File: config.mk
export PLATFORM = sky130hd
export DESIGN_NAME = delayed_action_timer_table_unit
export DESIGN_NICKNAME = d
export VERILOG_FILES = /design/src/rtl/dat_pkg.sv /design/src/rtl/dat_cell.sv /design/src/rtl/dat_head.sv /design/src/rtl/delayed_action_timer_table_unit.sv
export VERILOG_INCLUDE_DIRS = /design/src /design/src/rtl
export SDC_FILE = /design/constraint.sdc
export NUM_CORES = 1
export LEC_CHECK = 0
export ABC_AREA = 1
export BUFFER_PORTS_ARGS = -buffer_cell sky130_fd_sc_hd__buf_4
export CORE_ASPECT_RATIO = 1.75
export CORE_MARGIN = 3
export CORE_UTILIZATION = 58
export CTS_CLUSTER_DIAMETER = 80
export DETAILED_ROUTE_END_ITERATION = 7
export PLACE_DENSITY_LB_ADDON = 0.25
export SLEW_MARGIN = 20
export SYNTH_ARGS = -nofsm -noshare
export SYNTH_HDL_FRONTEND = slang
export SYNTH_SLANG_ARGS = --single-unit
File: constraint.sdc
create_clock -name i_clk -period 8.5 [get_ports i_clk]
set_clock_uncertainty 0.2 [all_clocks]
set_input_delay 1.7 -clock i_clk [delete_from_list [all_inputs] [get_ports i_clk]]
set_output_delay 1.7 -clock i_clk [all_outputs]
set_load 0.02 [all_outputs]
File: src/rtl/assert_macros.svh
// Assertion macros shared by the RTL of the delayed action timer table.
// Each macro expands to one labeled concurrent assertion on a clock/reset pair.
`ifndef ASSERT_MACROS_SVH
`define ASSERT_MACROS_SVH

// Check that prop holds at every rising clock edge outside reset.
`define ASSERT_ALWAYS(lbl, clk, rstn, prop, msg) \
    lbl: assert property (@(posedge clk) disable iff (!rstn) (prop)) else $error(msg);

// Check that cons holds in the cycle after ante.
`define ASSERT_NEXT(lbl, clk, rstn, ante, cons, msg) \
    lbl: assert property (@(posedge clk) disable iff (!rstn) (ante) |=> (cons)) else $error(msg);

`endif

File: src/rtl/dat_pkg.sv
// Package for the delayed action timer table: command and status codes,
// slot and result types. No dependencies.
`default_nettype none

package dat_pkg;

    localparam int ACT_W      = 8;
    localparam int ARG_W      = 16;
    localparam int KIND_W     = 2;
    localparam int TIME_W     = 16;
    localparam int REM_W      = 18;
    localparam int SLOT_IDX_W = 5;
    localparam int CMD_W      = 3;
    localparam int STATUS_W   = 2;

    localparam logic [CMD_W-1:0] CMD_START_DAEMON = 3'd0;
    localparam logic [CMD_W-1:0] CMD_START_FUSE   = 3'd1;
    localparam logic [CMD_W-1:0] CMD_REMOVE       = 3'd2;
    localparam logic [CMD_W-1:0] CMD_LENGTHEN     = 3'd3;
    localparam logic [CMD_W-1:0] CMD_RUN_DAEMONS  = 3'd4;
    localparam logic [CMD_W-1:0] CMD_RUN_FUSES    = 3'd5;

    localparam logic [STATUS_W-1:0] STATUS_OK        = 2'd0;
    localparam logic [STATUS_W-1:0] STATUS_FULL      = 2'd1;
    localparam logic [STATUS_W-1:0] STATUS_NOT_FOUND = 2'd2;

    localparam logic [KIND_W-1:0] KIND_EMPTY = 2'd0;

    // Remaining time of a daemon, and the saturation bounds
    localparam logic signed [REM_W-1:0] REM_DAEMON = -18'sd1;
    localparam logic signed [REM_W-1:0] REM_MAX    = 18'sd131071;
    localparam logic signed [REM_W-1:0] REM_MIN    = -18'sd131072;

    typedef struct packed {
        logic [KIND_W-1:0]        kind;
        logic [ACT_W-1:0]         action;
        logic signed [ARG_W-1:0]  argument;
        logic signed [REM_W-1:0]  remaining;
    } t_slot;

    typedef struct packed {
        logic                     fired;
        logic [ACT_W-1:0]         action;
        logic signed [ARG_W-1:0]  argument;
        logic [SLOT_IDX_W-1:0]    slot_index;
        logic [STATUS_W-1:0]      status;
        logic                     last;
    } t_result;

endpackage

`default_nettype wire

File: src/rtl/dat_cell.sv
// One slot cell of the timer ring: holds a slot and hands it to its
// neighbor on every shift. Depends on dat_pkg.
`default_nettype none

module dat_cell
    import dat_pkg::*;
(
    input  wire logic  i_clk,
    input  wire logic  i_rst_n,
    input  wire logic  i_shift,
    input  wire t_slot i_slot,
    output t_slot      o_slot
);

    logic [KIND_W-1:0]       r_kind;
    logic [ACT_W-1:0]        r_action;
    logic signed [ARG_W-1:0] r_argument;
    logic signed [REM_W-1:0] r_remaining;

    // Clear the kind on reset so every slot starts empty
    always_ff @(posedge i_clk) begin
        if (!i_rst_n) begin
            r_kind <= KIND_EMPTY;
        end else if (i_shift) begin
            r_kind <= i_slot.kind;
        end
    end

    // Take the payload from the neighbor
    always_ff @(posedge i_clk) begin
        if (i_shift) begin
            r_action    <= i_slot.action;
            r_argument  <= i_slot.argument;
            r_remaining <= i_slot.remaining;
        end
    end

    assign o_slot = '{kind: r_kind, action: r_action, argument: r_argument,
                      remaining: r_remaining};

endmodule

`default_nettype wire

File: src/rtl/dat_head.sv
// Head unit of the timer ring: applies the current command to the slot at
// the head of the ring and flags a result. Depends on dat_pkg.
`default_nettype none

module dat_head
    import dat_pkg::*;
(
    input  wire logic [CMD_W-1:0]        i_cmd,
    input  wire logic [ACT_W-1:0]        i_action_id,
    input  wire logic signed [ARG_W-1:0] i_argument,
    input  wire logic [KIND_W-1:0]       i_kind,
    input  wire logic [TIME_W-1:0]       i_fuse_time,
    input  wire logic signed [TIME_W-1:0] i_time_delta,
    input  wire logic                    i_found,
    input  wire t_slot                   i_slot,
    output t_slot                        o_slot,
    output logic                         o_hit
);

    logic                      w_occupied;
    logic                      w_kind_sel;
    logic signed [REM_W:0]     w_sum;
    logic signed [REM_W-1:0]   w_sat;

    assign w_occupied = (i_slot.kind != KIND_EMPTY);
    assign w_kind_sel = (i_kind != KIND_EMPTY) && (i_slot.kind == i_kind);

    // Lengthen: widen, add, saturate on overflow
    assign w_sum = {i_slot.remaining[REM_W-1], i_slot.remaining}
                 + (REM_W+1)'(i_time_delta);
    always_comb begin
        if (w_sum[REM_W] != w_sum[REM_W-1]) begin
            w_sat = w_sum[REM_W] ? REM_MIN : REM_MAX;
        end else begin
            w_sat = w_sum[REM_W-1:0];
        end
    end

    // Update the head slot for the command in flight
    always_comb begin
        o_slot = i_slot;
        o_hit  = 1'b0;
        unique case (i_cmd) inside
            CMD_START_DAEMON, CMD_START_FUSE: begin
                if (!i_found && !w_occupied) begin
                    o_hit           = 1'b1;
                    o_slot.kind     = i_kind;
                    o_slot.action   = i_action_id;
                    o_slot.argument = i_argument;
                    o_slot.remaining = (i_cmd == CMD_START_DAEMON) ? REM_DAEMON
                                     : $signed({2'b00, i_fuse_time});
                end
            end
            CMD_REMOVE: begin
                if (!i_found && w_occupied && i_slot.action == i_action_id) begin
                    o_hit       = 1'b1;
                    o_slot.kind = KIND_EMPTY;
                end
            end
            CMD_LENGTHEN: begin
                if (!i_found && w_occupied && i_slot.action == i_action_id) begin
                    o_hit            = 1'b1;
                    o_slot.remaining = w_sat;
                end
            end
            CMD_RUN_DAEMONS: begin
                o_hit = w_kind_sel && (i_slot.remaining == REM_DAEMON);
            end
            CMD_RUN_FUSES: begin
                if (w_kind_sel && i_slot.remaining > 0) begin
                    o_slot.remaining = i_slot.remaining - REM_W'(1);
                    if (i_slot.remaining == REM_W'(1)) begin
                        o_hit       = 1'b1;
                        o_slot.kind = KIND_EMPTY;
                    end
                end
            end
            default: begin
                o_hit = 1'b0;
            end
        endcase
    end

endmodule

`default_nettype wire

File: src/rtl/delayed_action_timer_table_unit.sv
// Top level of the delayed action timer table: a ring of slot cells, the
// head unit and the command sequencer. Depends on dat_pkg, dat_cell, dat_head.
//
// The table is a ring of SLOTS cells that rotates by one slot per cycle
// while a command runs, unless a stall holds it; the head unit looks at
// one slot per cycle and writes it back at the tail, so a full rotation
// restores slot order. Every command is taken in the idle state, rotates
// through all SLOTS slots in the pass state and finishes in the done
// state; the ring stalls while a result waits because the output register
// is still held by the sink, and the done state waits for a free one too.
// A new command is taken only when the previous one has finished. Fire
// results leave in slot order; the final result of a command carries tlast.
// Commands that give no result (run with kind zero, run with nothing to
// fire, unused codes) still take the full rotation.
// Reset empties all slots at once; no clearing pass is needed.
`default_nettype none

module delayed_action_timer_table_unit
    import dat_pkg::*;
#(
    parameter int SLOTS = 20
) (
    input  wire logic        i_clk,
    input  wire logic        i_rst_n,
    input  wire logic        s_axis_tvalid,
    output logic             s_axis_tready,
    // tdata: action_id[7:0], argument[23:8], fuse_time[39:24], time_delta[55:40]
    input  wire logic [55:0] s_axis_tdata,
    // tuser: command[2:0], kind[4:3]
    input  wire logic [4:0]  s_axis_tuser,
    output logic             m_axis_tvalid,
    input  wire logic        m_axis_tready,
    // tdata: fired_action[7:0], fired_argument[23:8], slot_index[28:24],
    //        status[30:29], zero[31]
    output logic [31:0]      m_axis_tdata,
    // tuser: fired[0]
    output logic             m_axis_tuser,
    output logic             m_axis_tlast
);

    `include "assert_macros.svh"

    localparam int CW = $clog2(SLOTS);
    localparam logic [CW-1:0] LAST_SLOT = CW'(SLOTS - 1);

    localparam logic [1:0] ST_IDLE = 2'd0;
    localparam logic [1:0] ST_PASS = 2'd1;
    localparam logic [1:0] ST_DONE = 2'd2;

    // Command registers
    logic [CMD_W-1:0]         r_cmd;
    logic [ACT_W-1:0]         r_action_id;
    logic signed [ARG_W-1:0]  r_argument;
    logic [KIND_W-1:0]        r_kind;
    logic [TIME_W-1:0]        r_fuse_time;
    logic signed [TIME_W-1:0] r_time_delta;

    logic [1:0]    r_state, n_state;
    logic [CW-1:0] r_cnt, n_cnt;
    logic          r_pend_valid, n_pend_valid;
    t_result       r_pend, n_pend;
    logic          r_out_valid, n_out_valid;
    t_result       r_out, n_out;

    t_slot   w_slot [SLOTS];
    t_slot   w_head_next;
    logic    w_hit;
    logic    w_is_run;
    logic    w_is_single;
    logic    w_out_free;
    logic    w_stall;
    logic    w_step;
    logic    w_accept;
    logic    w_fin_has;
    t_result w_hit_res;
    t_result w_fin_res;

    assign w_accept = s_axis_tvalid && s_axis_tready;

    // Ring of slot cells, head at cell 0, write-back at the tail
    for (genvar k = 0; k < SLOTS; k++) begin : g_cell
        t_slot w_in;
        if (k == SLOTS - 1) begin : g_tail
            assign w_in = w_head_next;
        end else begin : g_mid
            assign w_in = w_slot[k+1];
        end
        dat_cell u_cell (
            .i_clk   (i_clk),
            .i_rst_n (i_rst_n),
            .i_shift (w_step),
            .i_slot  (w_in),
            .o_slot  (w_slot[k])
        );
    end

    dat_head u_head (
        .i_cmd        (r_cmd),
        .i_action_id  (r_action_id),
        .i_argument   (r_argument),
        .i_kind       (r_kind),
        .i_fuse_time  (r_fuse_time),
        .i_time_delta (r_time_delta),
        .i_found      (r_pend_valid),
        .i_slot       (w_slot[0]),
        .o_slot       (w_head_next),
        .o_hit        (w_hit)
    );

    assign w_is_run    = (r_cmd == CMD_RUN_DAEMONS) || (r_cmd == CMD_RUN_FUSES);
    assign w_is_single = (r_cmd == CMD_START_DAEMON) || (r_cmd == CMD_START_FUSE)
                      || (r_cmd == CMD_REMOVE) || (r_cmd == CMD_LENGTHEN);
    assign w_out_free  = !r_out_valid || m_axis_tready;

    // Result for the slot at the head
    always_comb begin
        w_hit_res            = '0;
        w_hit_res.fired      = w_is_run;
        w_hit_res.action     = w_is_run ? w_slot[0].action : '0;
        w_hit_res.argument   = w_is_run ? w_slot[0].argument : '0;
        w_hit_res.slot_index = SLOT_IDX_W'(r_cnt);
        w_hit_res.status     = STATUS_OK;
    end

    // Final result: the held one, or a status report when a single-result command matched nothing
    assign w_fin_has = r_pend_valid || w_is_single;
    always_comb begin
        if (r_pend_valid) begin
            w_fin_res = r_pend;
        end else begin
            w_fin_res        = '0;
            w_fin_res.status = ((r_cmd == CMD_START_DAEMON) || (r_cmd == CMD_START_FUSE))
                             ? STATUS_FULL : STATUS_NOT_FOUND;
        end
        w_fin_res.last = 1'b1;
    end

    // Hold the ring while a new hit meets a held result that cannot leave
    assign w_stall = w_hit && r_pend_valid && !w_out_free;
    assign w_step  = (r_state == ST_PASS) && !w_stall;

    // Sequencer and output register
    always_comb begin
        n_state      = r_state;
        n_cnt        = r_cnt;
        n_pend_valid = r_pend_valid;
        n_pend       = r_pend;
        n_out_valid  = r_out_valid;
        n_out        = r_out;
        if (r_out_valid && m_axis_tready) begin
            n_out_valid = 1'b0;
        end
        unique case (r_state)
            ST_IDLE: begin
                if (w_accept) begin
                    n_state      = ST_PASS;
                    n_cnt        = '0;
                    n_pend_valid = 1'b0;
                end
            end
            ST_PASS: begin
                if (w_step) begin
                    n_cnt = r_cnt + CW'(1);
                    if (w_hit) begin
                        if (r_pend_valid) begin
                            n_out_valid = 1'b1;
                            n_out       = r_pend;
                            n_out.last  = 1'b0;
                        end
                        n_pend_valid = 1'b1;
                        n_pend       = w_hit_res;
                    end
                    if (r_cnt == LAST_SLOT) begin
                        n_state = ST_DONE;
                    end
                end
            end
            ST_DONE: begin
                if (!w_fin_has) begin
                    n_state = ST_IDLE;
                end else if (w_out_free) begin
                    n_out_valid = 1'b1;
                    n_out       = w_fin_res;
                    n_state     = ST_IDLE;
                end
            end
            default: begin
                n_state = ST_IDLE;
            end
        endcase
    end

    always_ff @(posedge i_clk) begin
        if (!i_rst_n) begin
            r_state      <= ST_IDLE;
            r_cnt        <= '0;
            r_pend_valid <= 1'b0;
            r_out_valid  <= 1'b0;
        end else begin
            r_state      <= n_state;
            r_cnt        <= n_cnt;
            r_pend_valid <= n_pend_valid;
            r_out_valid  <= n_out_valid;
        end
    end

    // Capture the command and hold the result payloads
    always_ff @(posedge i_clk) begin
        if (w_accept) begin
            r_cmd        <= s_axis_tuser[2:0];
            r_kind       <= s_axis_tuser[4:3];
            r_action_id  <= s_axis_tdata[7:0];
            r_argument   <= s_axis_tdata[23:8];
            r_fuse_time  <= s_axis_tdata[39:24];
            r_time_delta <= s_axis_tdata[55:40];
        end
        r_pend <= n_pend;
        r_out  <= n_out;
    end

    assign s_axis_tready = (r_state == ST_IDLE);
    assign m_axis_tvalid = r_out_valid;
    assign m_axis_tdata  = {1'b0, r_out.status, r_out.slot_index, r_out.argument,
                            r_out.action};
    assign m_axis_tuser  = r_out.fired;
    assign m_axis_tlast  = r_out.last;

    `ASSERT_NEXT(a_accept_starts_pass, i_clk, i_rst_n, w_accept,
        (r_state == ST_PASS) && (r_cnt == '0) && !r_pend_valid,
        "accepted command did not start a pass at slot zero")
    `ASSERT_ALWAYS(a_fire_only_on_run, i_clk, i_rst_n,
        !(r_pend_valid && r_pend.fired) || w_is_run,
        "held fire result from a command that is not a run")
    `ASSERT_NEXT(a_done_leaves, i_clk, i_rst_n, r_state == ST_DONE,
        (r_state == ST_DONE) || (r_state == ST_IDLE),
        "finish state left to a state other than idle")
    `ASSERT_ALWAYS(a_single_no_early_push, i_clk, i_rst_n,
        !(w_is_single && r_state == ST_PASS && w_hit && r_pend_valid),
        "second match seen for a single-result command")

endmodule

`default_nettype wire
Yosys cells after proc, flatten, opt, wreduce, memory -nomap -nowiden:

Index checks and enable logic that the tools add are counted.

* reductions and logical operators: 35
* order comparisons: 1
* eq/ne operators: 21
* mux-type cells: 45
* add/subtract/negate cells: 3

Operators by type and width (number)
* $mux 33: 6
* $mux 18: 5
* $pmux 33 s2: 1
* $pmux 18 s3: 1
* $mux 44: 1
* $mux 24: 1
* $add 18x16->19: 1
* $eq 18x1->1 const B: 1
* $eq 18x2->1 const B: 1
* $gt 18x1->1 const B: 1
* $mux 2: 9
* $sub 18x2->18 const B: 1
* $mux 1: 13
* $pmux 2 s3: 2
* $logic_and 1x1->1: 11
* $mux 5: 2
* $pmux 5 s2: 1
* $eq 8x8->1: 1
* $ne 2x2->1 const B: 4
* $reduce_and 4->1: 2
* $reduce_bool 2->1: 4
* $eq 3x2->1 const B: 2
* $eq 3x3->1 const B: 2
* $logic_or 1x1->1: 6
* 17 further kinds: 26

* bits of input ports: 65
* output and inout bits: 36
* flip-flop bits (word level): 1013

Longest topological paths before layout:

Gate-level depths: netlist of the first run.

* depth in word-level cells: 11
* mapped depth: 16
* gate-level depth less buffers: 15

Cells and area by module:

From an unflattened synthesis of the first run, not the netlist that was laid out.

* cells, all modules: 2064
* area, all modules: 34912.2 um^2

Modules (own cells, without submodules)
* dat_cell: area each 1338.8 um^2, times used 20, cells an instance 54
* delayed_action_timer_table_unit: area each 4872.2 um^2, times used 1, cells an instance 352
* dat_head: area each 3264.4 um^2, times used 1, cells an instance 632

Least setup slack after synthesis of the first run:

No wires, ideal clock.

* path type: input to register
* start: in m_axis_tready
* end: reg r_pend[10] (netlist name), enable pin
* stages: 7
* arrival: 6.907 ns
* setup slack: 1.008 ns
* path buffers: 1
* cell sequence: nor2_1 > nand3_4 > nand2_8 > inv_4 > buf_6 > nand2_1 > inv_1

* longest elaborated chain between the ends: 6

RTL lines
* start, declared: line delayed_action_timer_table_unit.sv:32 `input wire logic m_axis_tready,`
* $logic_or 1x1->1: line delayed_action_timer_table_unit.sv:113 `assign w_out_free = !r_out_valid || m_axis_tready;`
* $logic_not 1->1: line delayed_action_timer_table_unit.sv:139 `assign w_stall = w_hit && r_pend_valid && !w_out_free;`
* $logic_and 1x1->1: line delayed_action_timer_table_unit.sv:139
* $logic_not 1->1: line delayed_action_timer_table_unit.sv:140 `assign w_step = (r_state == ST_PASS) && !w_stall;`
* $logic_and 1x1->1: line delayed_action_timer_table_unit.sv:140
* net g_cell[0].u_cell.i_shift: line dat_cell.sv:10 `input wire logic i_shift,`
* $reduce_and 3->1 (no line)
* end signal, assigned: line delayed_action_timer_table_unit.sv:217 `r_pend <= n_pend;`
* end, declared: line delayed_action_timer_table_unit.sv:61 `t_result r_pend, n_pend;`

The timed path passes the listed nets, and every way through them passes these cells.
A chain may end at the register's enable or synchronous reset.

Worst setup path after layout of the first run:

* start: reg r_cmd[2]
* end: reg g_cell[3].u_cell.r_action[2], enable pin

* longest elaborated chain between the ends: 7
* elaborated cells on any way between the ends: 13
* classes of those cells: eq/ne: 5; mux: 1; reduce/logical: 7

RTL lines
* start, declared: line delayed_action_timer_table_unit.sv:51 `logic [CMD_W-1:0] r_cmd;`
* start signal, assigned: line delayed_action_timer_table_unit.sv:210 `r_cmd <= s_axis_tuser[2:0];`
* $eq 3x2->1 (no line) (tied with other cells)
* $reduce_or 2->1 (on tied branches)
* $pmux 1 s4 (*): line dat_head.sv:43 `unique case (i_cmd) inside`
* $logic_and 1x1->1 (*) (2 in series): line delayed_action_timer_table_unit.sv:139
* $logic_not 1->1 (*): line delayed_action_timer_table_unit.sv:140
* $logic_and 1x1->1 (*): line delayed_action_timer_table_unit.sv:140
* end signal, assigned: line dat_cell.sv:32 `r_action <= i_slot.action;`
* end, declared: line dat_cell.sv:16 `logic [ACT_W-1:0] r_action;`

Every way passes the cells marked *; elsewhere a longest branch is shown, timed or not.

==> metrics.yaml, run 1 <==
worst_setup_path:
  critPathMaxStageDelay_ps: 810
  crit_path_end_kind: "register"
  cp-start-kind: "register"
  worstSetupPathType: "reg -> reg"
  worstPathCellList: "nor2_4 > inv_1 > nor2_4 > inv_1 > nand2_1 > inv_2 > nand3_4 > nand3_4 > nand2_8 > inv_16 > buf_12 > buf_16"
  cp.required_ps: 8570
  arrival_ps: 4950
  cp_max_fo: 236
  cp_num_buf_inv: 6
  crit_family: "simple AND/OR/NAND/NOR gates"
  cp_slowest_cell: "nor2_4"
cells_and_area:
  fillers: 3895
  drive_above_1_share_pct: 12.2
  nets: 2167
  diodes: 0
  syn2layout_area_growth_pct: 12.8
sta:
  finalHoldViolations: 0
  fin_tns_setup_ps: 0
  setup_viol: 0
  clock.fmax_ghz: 0.205
  final.period_utilization_pct: 57.5
  setup_ws_ps: 3620
  drv_slew: 0
  slew_headroom_pct: 27.7
  min_period_ps: 4880
  rsz0062_at_grt: "false"
  tightest_slew_ps: 1080
floorplanning:
  num_rows: 117
  start_util_pct: 58.8
  ios: 101
  core_area_um2: 58600
  die_area_um2: 62500
  dieHeight_um: 328
  die_w_um: 190
clock_tree:
  cts_max_level: 3
  clk_latency_ps: 640
  cts_tree: "built"
  postCtsHoldBufs: 0
  cts_made_buffers: 85
  cts_sinks: 1013
  cts.repair.resized: 0
  path_clk_slew_ps: 70
  postCtsSetupRepairBufs: 0
  clock_tree.root_cell: "clkbuf_16"
  clockBufferDepth: 3
grt:
  grt_pass1_vias: 15400
  grt_max_degree: 237
  grt_pass1_wl_um: 89900
  antenna_found_initial: 1
  grtUsageTotal_pct: 19.1
  overflow: 0
synth:
  synth_area_leaders: "edfxtp_1 (84%), dfxtp_1 (2.8%), nor2_1 (2.3%)"
  yosys.area.top_type: "edfxtp_1"
  synth_seq_area_share_pct: 86.9
  synth_cell_types: 44
  syn_inst: 1926
  synth.top_cell.area_share_pct: 84.0
  synth-seq-cells: 1013
  syn_area_um2: 34400
  yosys_warnings: 0
  syn_area_per_cell_um2: 17.9
  syn-num-nets: 2018
routing:
  finalWirelength_um: 58600
  post-route-drc-count: 0
  route.vias.total: 15700
  viasPerCell: 5.41
  first_pass_iters: 5
  ant_nets: 0
  wl_per_cell_um: 20.1
  dr.first_iter.drc_count: 1503
placed_design:
  pre_cts_slack_ps: 3810
  dp_hpwl_um: 33600
  port_buffers: 99
  gp_congestion: 0.899
hold_path:
  hp-class: "reg -> reg"
power_and_ir_drop:
  vdd_drop_max_v: 0.000368
  leakage_nw: 13.4
  power.density_nw_per_um2: 396
flow_run:
  maxCapViolations: 0
status:
  status: "finished clean"
==> logic make-up after synthesis <==
| logic type | after synthesis | synth area share, % |
|---|---|---|
| AO/OA/AOI/OAI | 171 | 2.81 |
| XOR/XNOR | 21 | 0.534 |
| adder cells (fa/ha/maj) | 27 | 1.00 |
| buffers and inverters | 182 | 2.27 |
| flip-flops | 1013 | 86.9 |
| other | 1 | 0.0109 |
| AND/OR/NAND/NOR | 511 | 6.49 |
==> layout make-up <==
cell class	count	area, µm²	area share [%]
sequential	1013	29900	77.0
multi-input combinational	731	3740	9.64
clock buffer	100	2180	5.62
tap	773	967	2.49
timing repair buffer	110	903	2.33
clock inverter	51	608	1.57
inverter	134	519	1.34
==> where the power goes <==
| part | internal (mW) | switching [mW] |
|---|---|---|
| logic | 0.576 | 1.91 |
| clock network | 2.22 | 1.71 |
| registers | 8.29 | 0.689 |
==> sequential cells by signal, indices dropped and copies added, names as in the netlist, 3 cells and up <==
signal and count:
r_fuse_time 16, r_argument 16, g_cell.u_cell.r_kind 40, r_action_id 8
r_time_delta 16, r_cmd 3, g_cell.u_cell.r_argument 320, g_cell.u_cell.r_remaining 360
m_axis_tdata 31, g_cell.u_cell.r_action 160, r_pend 30, r_cnt 5
==> metal layers <==
metal | GRT usage [%] | part of all wire [%]
met4 | 6.98 | 3.0
met1 | 29.0 | 45
met5 | 0 | 0
met3 | 3.40 | 5.1
met2 | 28.4 | 47
==> stage by stage <==
stage	util, %	instances	total power, mW	hold WS [ps]	cell area, µm²
5_1_grt	66.4	2912	16.2	213	38900
4_1_cts	66.3	2910	15.5	207	38800
3_3_place_gp	61.5	2759	11.4	200	36000
6_report	66.4	2912	15.4	208	38900
3_5_place_dp	61.5	2759	11.5	205	36000
2_1_floorplan	-	1926	10.7	200	34400
==> cells in the mapped netlist, drive strengths merged <==
cell,instances
edfxtp,964
buf,26
dfxtp,49
nor4,1
o221ai,16
clkbuf,22
o211ai,8
o21bai,6
xnor2,12
nand3,57
a21boi,1
a31oi,3
and2,1
o21ai,91
xor2,9
nor2,221
nor3,6
conb,1
o22ai,1
ha,26
nand4,36
a211oi,1
fa,1
inv,134
nand3b,2
a21oi,44
nand2,185
or2,2
==> placed cells by master (no fill, tap or decap), types with 3 or more instances in the layout <==
| master | count |
|---|---|
| edfxtp_1 | 964 |
| ha_1 | 26 |
| nand4_1 | 34 |
| clkbuf_16 | 85 |
| bufinv_16 | 12 |
| nor2_2 | 3 |
| a21oi_1 | 43 |
| clkinv_4 | 3 |
| o21bai_1 | 6 |
| clkinv_2 | 13 |
| buf_4 | 105 |
| nor3_1 | 5 |
| o221ai_1 | 16 |
| xnor2_1 | 12 |
| nand2_2 | 4 |
| xor2_1 | 9 |
| buf_12 | 3 |
| dfxtp_1 | 49 |
| a31oi_1 | 3 |
| inv_1 | 128 |
| nor2_1 | 211 |
| inv_6 | 3 |
| o21ai_0 | 84 |
| nor2_4 | 7 |
| inv_2 | 5 |
| o211ai_1 | 8 |
| clkinv_1 | 14 |
| o21ai_1 | 6 |
| nand2_1 | 180 |
| nand3_1 | 55 |
| inv_16 | 3 |
| clkbuf_1 | 15 |
==> final timing paths <==
check                                  startpoint                              end  slack [ps]  cells past startpoint
hold / removal    g_cell[19].u_cell.r_argument[9]  g_cell[18].u_cell.r_argument[9]         210                      0
hold reg to reg   g_cell[19].u_cell.r_argument[9]  g_cell[18].u_cell.r_argument[9]         210                      0
setup / recovery                         r_cmd[2]     g_cell[3].u_cell.r_action[2]        3620                     12
setup reg to reg                         r_cmd[2]     g_cell[3].u_cell.r_action[2]        3620                     12
Note: power is estimated with default switching activity, not from simulation.
==> inputs of run 2 (changes only) <==
--- a/config.mk
+++ b/config.mk
@@ -10,7 +10,7 @@
 export BUFFER_PORTS_ARGS = -buffer_cell sky130_fd_sc_hd__buf_4
 export CORE_ASPECT_RATIO = 1.75
 export CORE_MARGIN = 3
-export CORE_UTILIZATION = 58
+export CORE_UTILIZATION = 55
 export CTS_CLUSTER_DIAMETER = 80
 export DETAILED_ROUTE_END_ITERATION = 7
 export PLACE_DENSITY_LB_ADDON = 0.25
==> constraint.sdc (replaced) <==
create_clock -name i_clk -period 4.2 [get_ports i_clk]
set_clock_uncertainty 0.2 [all_clocks]
set_input_delay 0.84 -clock i_clk [delete_from_list [all_inputs] [get_ports i_clk]]
set_output_delay 0.84 -clock i_clk [all_outputs]
set_load 0.02 [all_outputs]
==> run 2 against run 1 <==
Against the previous run:
- fmax increased by 40%
- sequential power increased by 100%
- worst hold slack got worse by 44 ps
- global-route usage decreased by 0.26 points
- utilization decreased by 2.6 points
- critical path depth decreased by 1
- cell area increased by 1.0%
- sequential share of layout area decreased by 0.76 points
- via count increased by 0.62%
- combinational power increased by 110%
- largest power group unchanged
- critical endpoint is now g_cell[3].u_cell.r_argument[0]
- final cell count increased by 1.6%
- flip-flop and latch count unchanged
- highest routed layer unchanged
==> metrics.yaml, run 2 (synthesized netlist as in run 1, its figures left out) <==
status:
  status: "finished clean"
power_and_ir_drop:
  leakage_nw: 13.6
  power.density_nw_per_um2: 805
  vdd_drop_max_v: 0.000446
worst_setup_path:
  arrival_ps: 3560
  critPathMaxStageDelay_ps: 760
  cp_max_fo: 74
  path_common_cell: "nand3_4"
  worstSetupPathType: "reg -> reg"
  crit_path_end_kind: "register"
  cp_slowest_cell: "buf_4"
  cp.required_ps: 4260
  cp-start-kind: "register"
  worstPathCellList: "inv_2 > ha_4 > nand2_1 > nor2_1 > nand3_1 > nand4_2 > nand3_4 > nand3_4 > nand2_8 > clkinv_16 > buf_4"
cells_and_area:
  reg_top3: "g_cell.u_cell.r_remaining (360), g_cell.u_cell.r_argument (320), g_cell.u_cell.r_action (160)"
  diodes: 0
  syn2layout_area_growth_pct: 13.9
  final_cell_mix: "edfxtp_1 (964), nor2_1 (211), nand2_1 (179)"
  final_common_cell: "edfxtp_1"
  max_flop_register: "g_cell.u_cell.r_remaining"
  fin_util_pct: 63.7
  largest_reg_flops: 360
  nets: 2186
  drive_above_1_share_pct: 13.7
clock_tree:
  clock_tree.root_cell: "clkbuf_16"
  cts_max_level: 3
  path_clk_slew_ps: 70
  cts_made_buffers: 85
  clockBufferDepth: 3
  clk_latency_ps: 650
  postCtsHoldBufs: 0
  cts.repair.resized: 0
  postCtsSetupRepairBufs: 0
  cts_tree: "built"
  cts_sinks: 1013
sta:
  final.period_utilization_pct: 83.2
  fin_tns_setup_ps: 0
  clock.fmax_ghz: 0.286
  drv_slew: 0
  setup_viol: 0
  tightest_slew_ps: 887
  min_period_ps: 3490
  finalHoldViolations: 0
  rsz0062_at_grt: "false"
  slew_headroom_pct: 40.9
floorplanning:
  num_rows: 120
  core_area_um2: 61600
  start_util_pct: 56.0
  die_area_um2: 65800
  ios: 101
  dieHeight_um: 337
  die_w_um: 195
grt:
  grt_max_degree: 123
  overflow: 0
  grtUsageTotal_pct: 18.8
  grt_pass1_wl_um: 93300
  antenna_found_initial: 2
  grt_pass1_vias: 15900
routing:
  ant_nets: 0
  post-route-drc-count: 0
  finalWirelength_um: 61000
  dr.first_iter.drc_count: 1322
  wl_per_cell_um: 20.6
  route.vias.total: 15800
  viasPerCell: 5.36
  first_pass_iters: 5
placed_design:
  port_buffers: 99
  dp_hpwl_um: 36500
  gp_congestion: 0.880
flow_run:
  maxCapViolations: 0
hold_path:
  hp-class: "in -> reg"
run 2: cell types whose count changed in the layout (fill, tap and decap cells not counted), moves of 2 or more:
cell	change
buf_12	+5
buf_16	-2
buf_4	+16
clkbuf_16	+4
clkbuf_8	+2
clkinv_1	-4
clkinv_16	+2
clkinvlp_4	+7
inv_1	-3
inv_2	+2
inv_6	-3
inv_8	-2
run 2: critical path, delay by kind of cell (launching register included):
| family | cells | cell delay (ps) |
|---|---|---|
| simple gates | 7 | 900 |
| fa+ha+maj | 1 | 160 |
| buf+inv | 3 | 1230 |
| flops | 1 | 520 |
run 2: metal layers:
layer  part of all wire [%]  up-vias  wire length, µm  GRT usage [%]
li1                       -     7379                -              -
met1                     44     7943            27000           27.0
met2                     47      420            28800           28.9
met3                    5.0      104             3040           3.39
met4                    3.5        0             2140           8.20
met5                      0        -                0              0
run 2: final cells by class:
type	count	area, µm²
clock buffer	107	2310
clock inverter	51	641
fill	4237	22300
inverter	134	533
multi-input combinational	731	3760
sequential	1013	29900
tap	793	992
timing repair buffer	129	1070
run 2: power breakdown:
part | internal, mW | switching (mW) | leakage, nW
sequential | 16.7 | 1.41 | 9.45
combinational | 1.28 | 3.97 | 2.70
clock | 4.70 | 3.52 | 1.42
run 2: final timing paths:
kind,start,to,slack [ps],depth (start not counted)
setup / recovery,g_cell[0].u_cell.r_remaining[1],g_cell[3].u_cell.r_argument[0],710,11
hold / removal,s_axis_tdata[32],r_fuse_time[8],160,1
setup reg to reg,g_cell[0].u_cell.r_remaining[1],g_cell[3].u_cell.r_argument[0],710,11
hold reg to reg,g_cell[9].u_cell.r_argument[10],g_cell[8].u_cell.r_argument[10],210,0
run 2: stage by stage:
step / total power, mW / cell area, µm² / hold WS (ps) / setup slack [ps] / std cells
global route: 33.2 / 39200 / 127 / 478 / 2958
global placement: 23.5 / 36300 / 201 / 811 / 2800
CTS: 32.0 / 39200 / 113 / 699 / 2958
detailed placement: 23.6 / 36300 / 205 / 720 / 2800
floorplan: 21.5 / 34500 / 200 / -381 / 1926
finish: 31.6 / 39200 / 164 / 705 / 2958
==> inputs of run 3 (changes only) <==
--- a/config.mk
+++ b/config.mk
@@ -6,11 +6,11 @@
 export SDC_FILE = /design/constraint.sdc
 export NUM_CORES = 1
 export LEC_CHECK = 0
-export ABC_AREA = 1
+export ABC_AREA = 0
 export BUFFER_PORTS_ARGS = -buffer_cell sky130_fd_sc_hd__buf_4
 export CORE_ASPECT_RATIO = 1.75
 export CORE_MARGIN = 3
-export CORE_UTILIZATION = 55
+export CORE_UTILIZATION = 58
 export CTS_CLUSTER_DIAMETER = 80
 export DETAILED_ROUTE_END_ITERATION = 7
 export PLACE_DENSITY_LB_ADDON = 0.25
==> constraint.sdc (replaced) <==
create_clock -name i_clk -period 3.25 [get_ports i_clk]
set_clock_uncertainty 0.2 [all_clocks]
set_input_delay 0.65 -clock i_clk [delete_from_list [all_inputs] [get_ports i_clk]]
set_output_delay 0.65 -clock i_clk [all_outputs]
set_load 0.02 [all_outputs]
==> run 3 against run 2 <==
Against the previous run:
- combinational power decreased by 54%
- cell area increased by 3.2%
- via count increased by 3.0%
- critical path depth increased by 1
- setup slack got worse by 660 ps
- total power decreased by 8.4%
- utilization increased by 5.4 points
- fmax increased by 9.0%
- first-iteration DRC count decreased by 11%
- non-clock buffer count increased by 143
==> metrics.yaml, run 3 <==
status:
  status: "finished clean"
floorplanning:
  dieHeight_um: 328
  die_area_um2: 62500
  num_rows: 117
  ios: 101
  start_util_pct: 58.9
  core_area_um2: 58600
  die_w_um: 190
synth:
  synth_edf_count: 964
  synth_fa_ha_area_share_pct: 1.00
  async_flop_share_pct: 0
  syn_area_um2: 34500
  synth-seq-cells: 1013
  synth_area_leaders: "edfxtp_1 (84%), dfxtp_1 (2.8%), nand2_1 (2.1%)"
  synth_cell_types: 81
  syn_inst: 1799
  synthXorXnorAreaFrac_pct: 0.813
  muxShareOfSynthArea_pct: 0.145
  netlist_top_cells_count: "edfxtp_1 (964), nand2_1 (193), a21oi_1 (85), o21ai_0 (63), and2_1 (57)"
  syn_area_per_cell_um2: 19.2
  syn-num-nets: 1891
  synth.most_common_cell: "edfxtp_1"
  synth.top_cell.area_share_pct: 84.0
  synth_top_family_by_area: "simple AND/OR/NAND/NOR gates"
  yosys_warnings: 0
  synth_compound_area_share_pct: 4.71
  synth_seq_area_share_pct: 86.8
  yosys.area.top_type: "edfxtp_1"
  synthSimpleGateAreaFrac_pct: 5.30
  synth_ff_type: "edfxtp_1"
worst_setup_path:
  path_common_cell: "buf_4"
  r2r_end: "g_cell[19].u_cell.r_remaining[4]"
  cp_slowest_cell: "edfxtp_1"
  rr_startpoint: "g_cell[0].u_cell.r_remaining[6]"
  cp_num_buf_inv: 3
  critPathMaxStageDelay_ps: 450
  rr_worst_depth: 12
  worstPathCellList: "ha_4 > nand3_2 > buf_4 > nor4_2 > a32o_2 > o21ai_1 > buf_4 > a2111oi_4 > nor2_4 > buf_4 > a211oi_2 > nor3_1"
  crit_family: "compound AO/OA/AOI/OAI gates"
  arrival_ps: 3370
  cp.required_ps: 3410
  crit_path_end_kind: "register"
  cp-start-kind: "register"
  cp_max_fo: 7
  worstSetupPathType: "reg -> reg"
  r2r_slack_ps: 40
power_and_ir_drop:
  combPwrFrac_pct: 8.4
  leakage_nw: 13.7
  internal_power_mw: 22.5
  power_mw: 29.0
  power.density_nw_per_um2: 715
  swShare_pct: 22.4
  clockPowerShare_pct: 33.4
  switching_power_mw: 6.49
  vdd_drop_max_v: 0.000533
  pwr-share-seq_pct: 58.2
sta:
  setup_viol: 0
  tightest_slew_ps: 748
  finalHoldViolations: 0
  rsz0062_at_grt: "true"
  clock.fmax_ghz: 0.312
  min_period_ps: 3210
  fin_tns_setup_ps: 0
  drv_slew: 0
  slew_headroom_pct: 50.1
  final.period_utilization_pct: 98.7
cells_and_area:
  nets: 2198
  largest_reg_flops: 360
  diodes: 0
  drive_above_1_share_pct: 18.6
  fillers: 3713
  max_flop_register: "g_cell.u_cell.r_remaining"
  syn2layout_area_growth_pct: 17.5
  final_cell_mix: "edfxtp_1 (964), buf_4 (195), nand2_1 (193)"
  final_common_cell: "edfxtp_1"
  reg_top3: "g_cell.u_cell.r_remaining (360), g_cell.u_cell.r_argument (320), g_cell.u_cell.r_action (160)"
placed_design:
  dp_hpwl_um: 36400
  port_buffers: 99
  gp_congestion: 0.872
clock_tree:
  cts_tree: "built"
  clock_tree.root_cell: "clkbuf_16"
  path_clk_slew_ps: 60
  clockBufferDepth: 3
  cts_made_buffers: 85
  clk_latency_ps: 630
  cts_max_level: 3
  cts_sinks: 1013
routing:
  viasPerCell: 5.54
  first_pass_iters: 5
  post-route-drc-count: 0
  dr.first_iter.drc_count: 1171
  ant_nets: 0
  route.vias.total: 16300
  wl_per_cell_um: 21.0
  finalWirelength_um: 61700
grt:
  grt_pass1_wl_um: 95400
  grt_max_degree: 98
  grt_pass1_vias: 16400
  grtUsageTotal_pct: 20.1
  overflow: 0
  antenna_found_initial: 0
hold_path:
  hp-class: "in -> reg"
  min-delay-start: "s_axis_tdata[37]"
  whs_endpoint: "r_fuse_time[13]"
  whs_path_depth: 1
flow_run:
  maxCapViolations: 0
## run 3: logic make-up after synthesis
logic type,count (synthesis)
multiplexers,5
flip-flops,1013
XOR/XNOR,32
adder cells (fa/ha/maj),27
AO/OA/AOI/OAI,254
AND/OR/NAND/NOR,389
other,1
buffers and inverters,78
## run 3: metrics by stage
stage               utilization, %  instances  cell area (µm²)  setup WS [ps]  hold slack (ps)
floorplan                        -       1799            34500          -1460              200
global placement              63.1       2728            37000           3.77              202
detailed placement            63.1       2728            37000          -33.1              205
CTS                           68.7       2938            40200          0.334           0.0462
global route                  69.2       2944            40500          -80.2             4.74
finish                        69.2       2944            40500           42.9             34.0
## run 3: worst max-delay path by stage
stage / startpoint / end / depth (start not counted)
4_1_cts: r_time_delta[14] / g_cell[19].u_cell.r_remaining[4] / 10
2_1_floorplan: g_cell[0].u_cell.r_remaining[0] / r_pend[10] / 9
3_5_place_dp: g_cell[0].u_cell.r_remaining[8] / g_cell[19].u_cell.r_remaining[4] / 12
6_report: g_cell[0].u_cell.r_remaining[6] / g_cell[19].u_cell.r_remaining[4] / 12
5_1_grt: g_cell[0].u_cell.r_remaining[6] / g_cell[19].u_cell.r_remaining[4] / 12
3_3_place_gp: g_cell[0].u_cell.r_remaining[3] / g_cell[19].u_cell.r_remaining[15] / 10
## run 3: layout make-up
| class | count | area (µm²) | area share, % |
|---|---|---|---|
| clock buffer | 109 | 2270 | 5.61 |
| timing repair buffer | 272 | 2430 | 6.00 |
| tap | 773 | 967 | 2.39 |
| inverter | 25 | 113 | 0.278 |
| sequential | 1013 | 29900 | 73.9 |
| multi-input combinational | 709 | 4440 | 11.0 |
| clock inverter | 43 | 354 | 0.874 |
## run 3: metal layers
layer,vias up,global-route usage [%],share of wire (%)
li1,7514,-,-
met1,8228,29.8,44
met2,472,31.4,48
met3,103,2.94,4.9
met4,0,6.77,2.8
met5,-,0,0
## run 3: power by group through the flow
stage                     clock network (mW)  registers, mW  logic, mW
final                                   9.66           16.9       2.43
after global routing                    10.4           17.0       2.65
after CTS                               9.96           16.9       2.34
after detailed placement                   0           17.1       2.27
after global placement                     0           17.1       2.20
after floorplan                            0           17.0       1.34
## run 3: what timing repair did
item                                   4_1_cts  5_1_grt
hold buffers                                56        0
endpoints found under the hold margin       56        0
setup endpoints to repair                    2      164
pin swaps                                    3        9
gates cloned                                 1        1
gates resized for setup                      8       39
setup buffers                                1        5
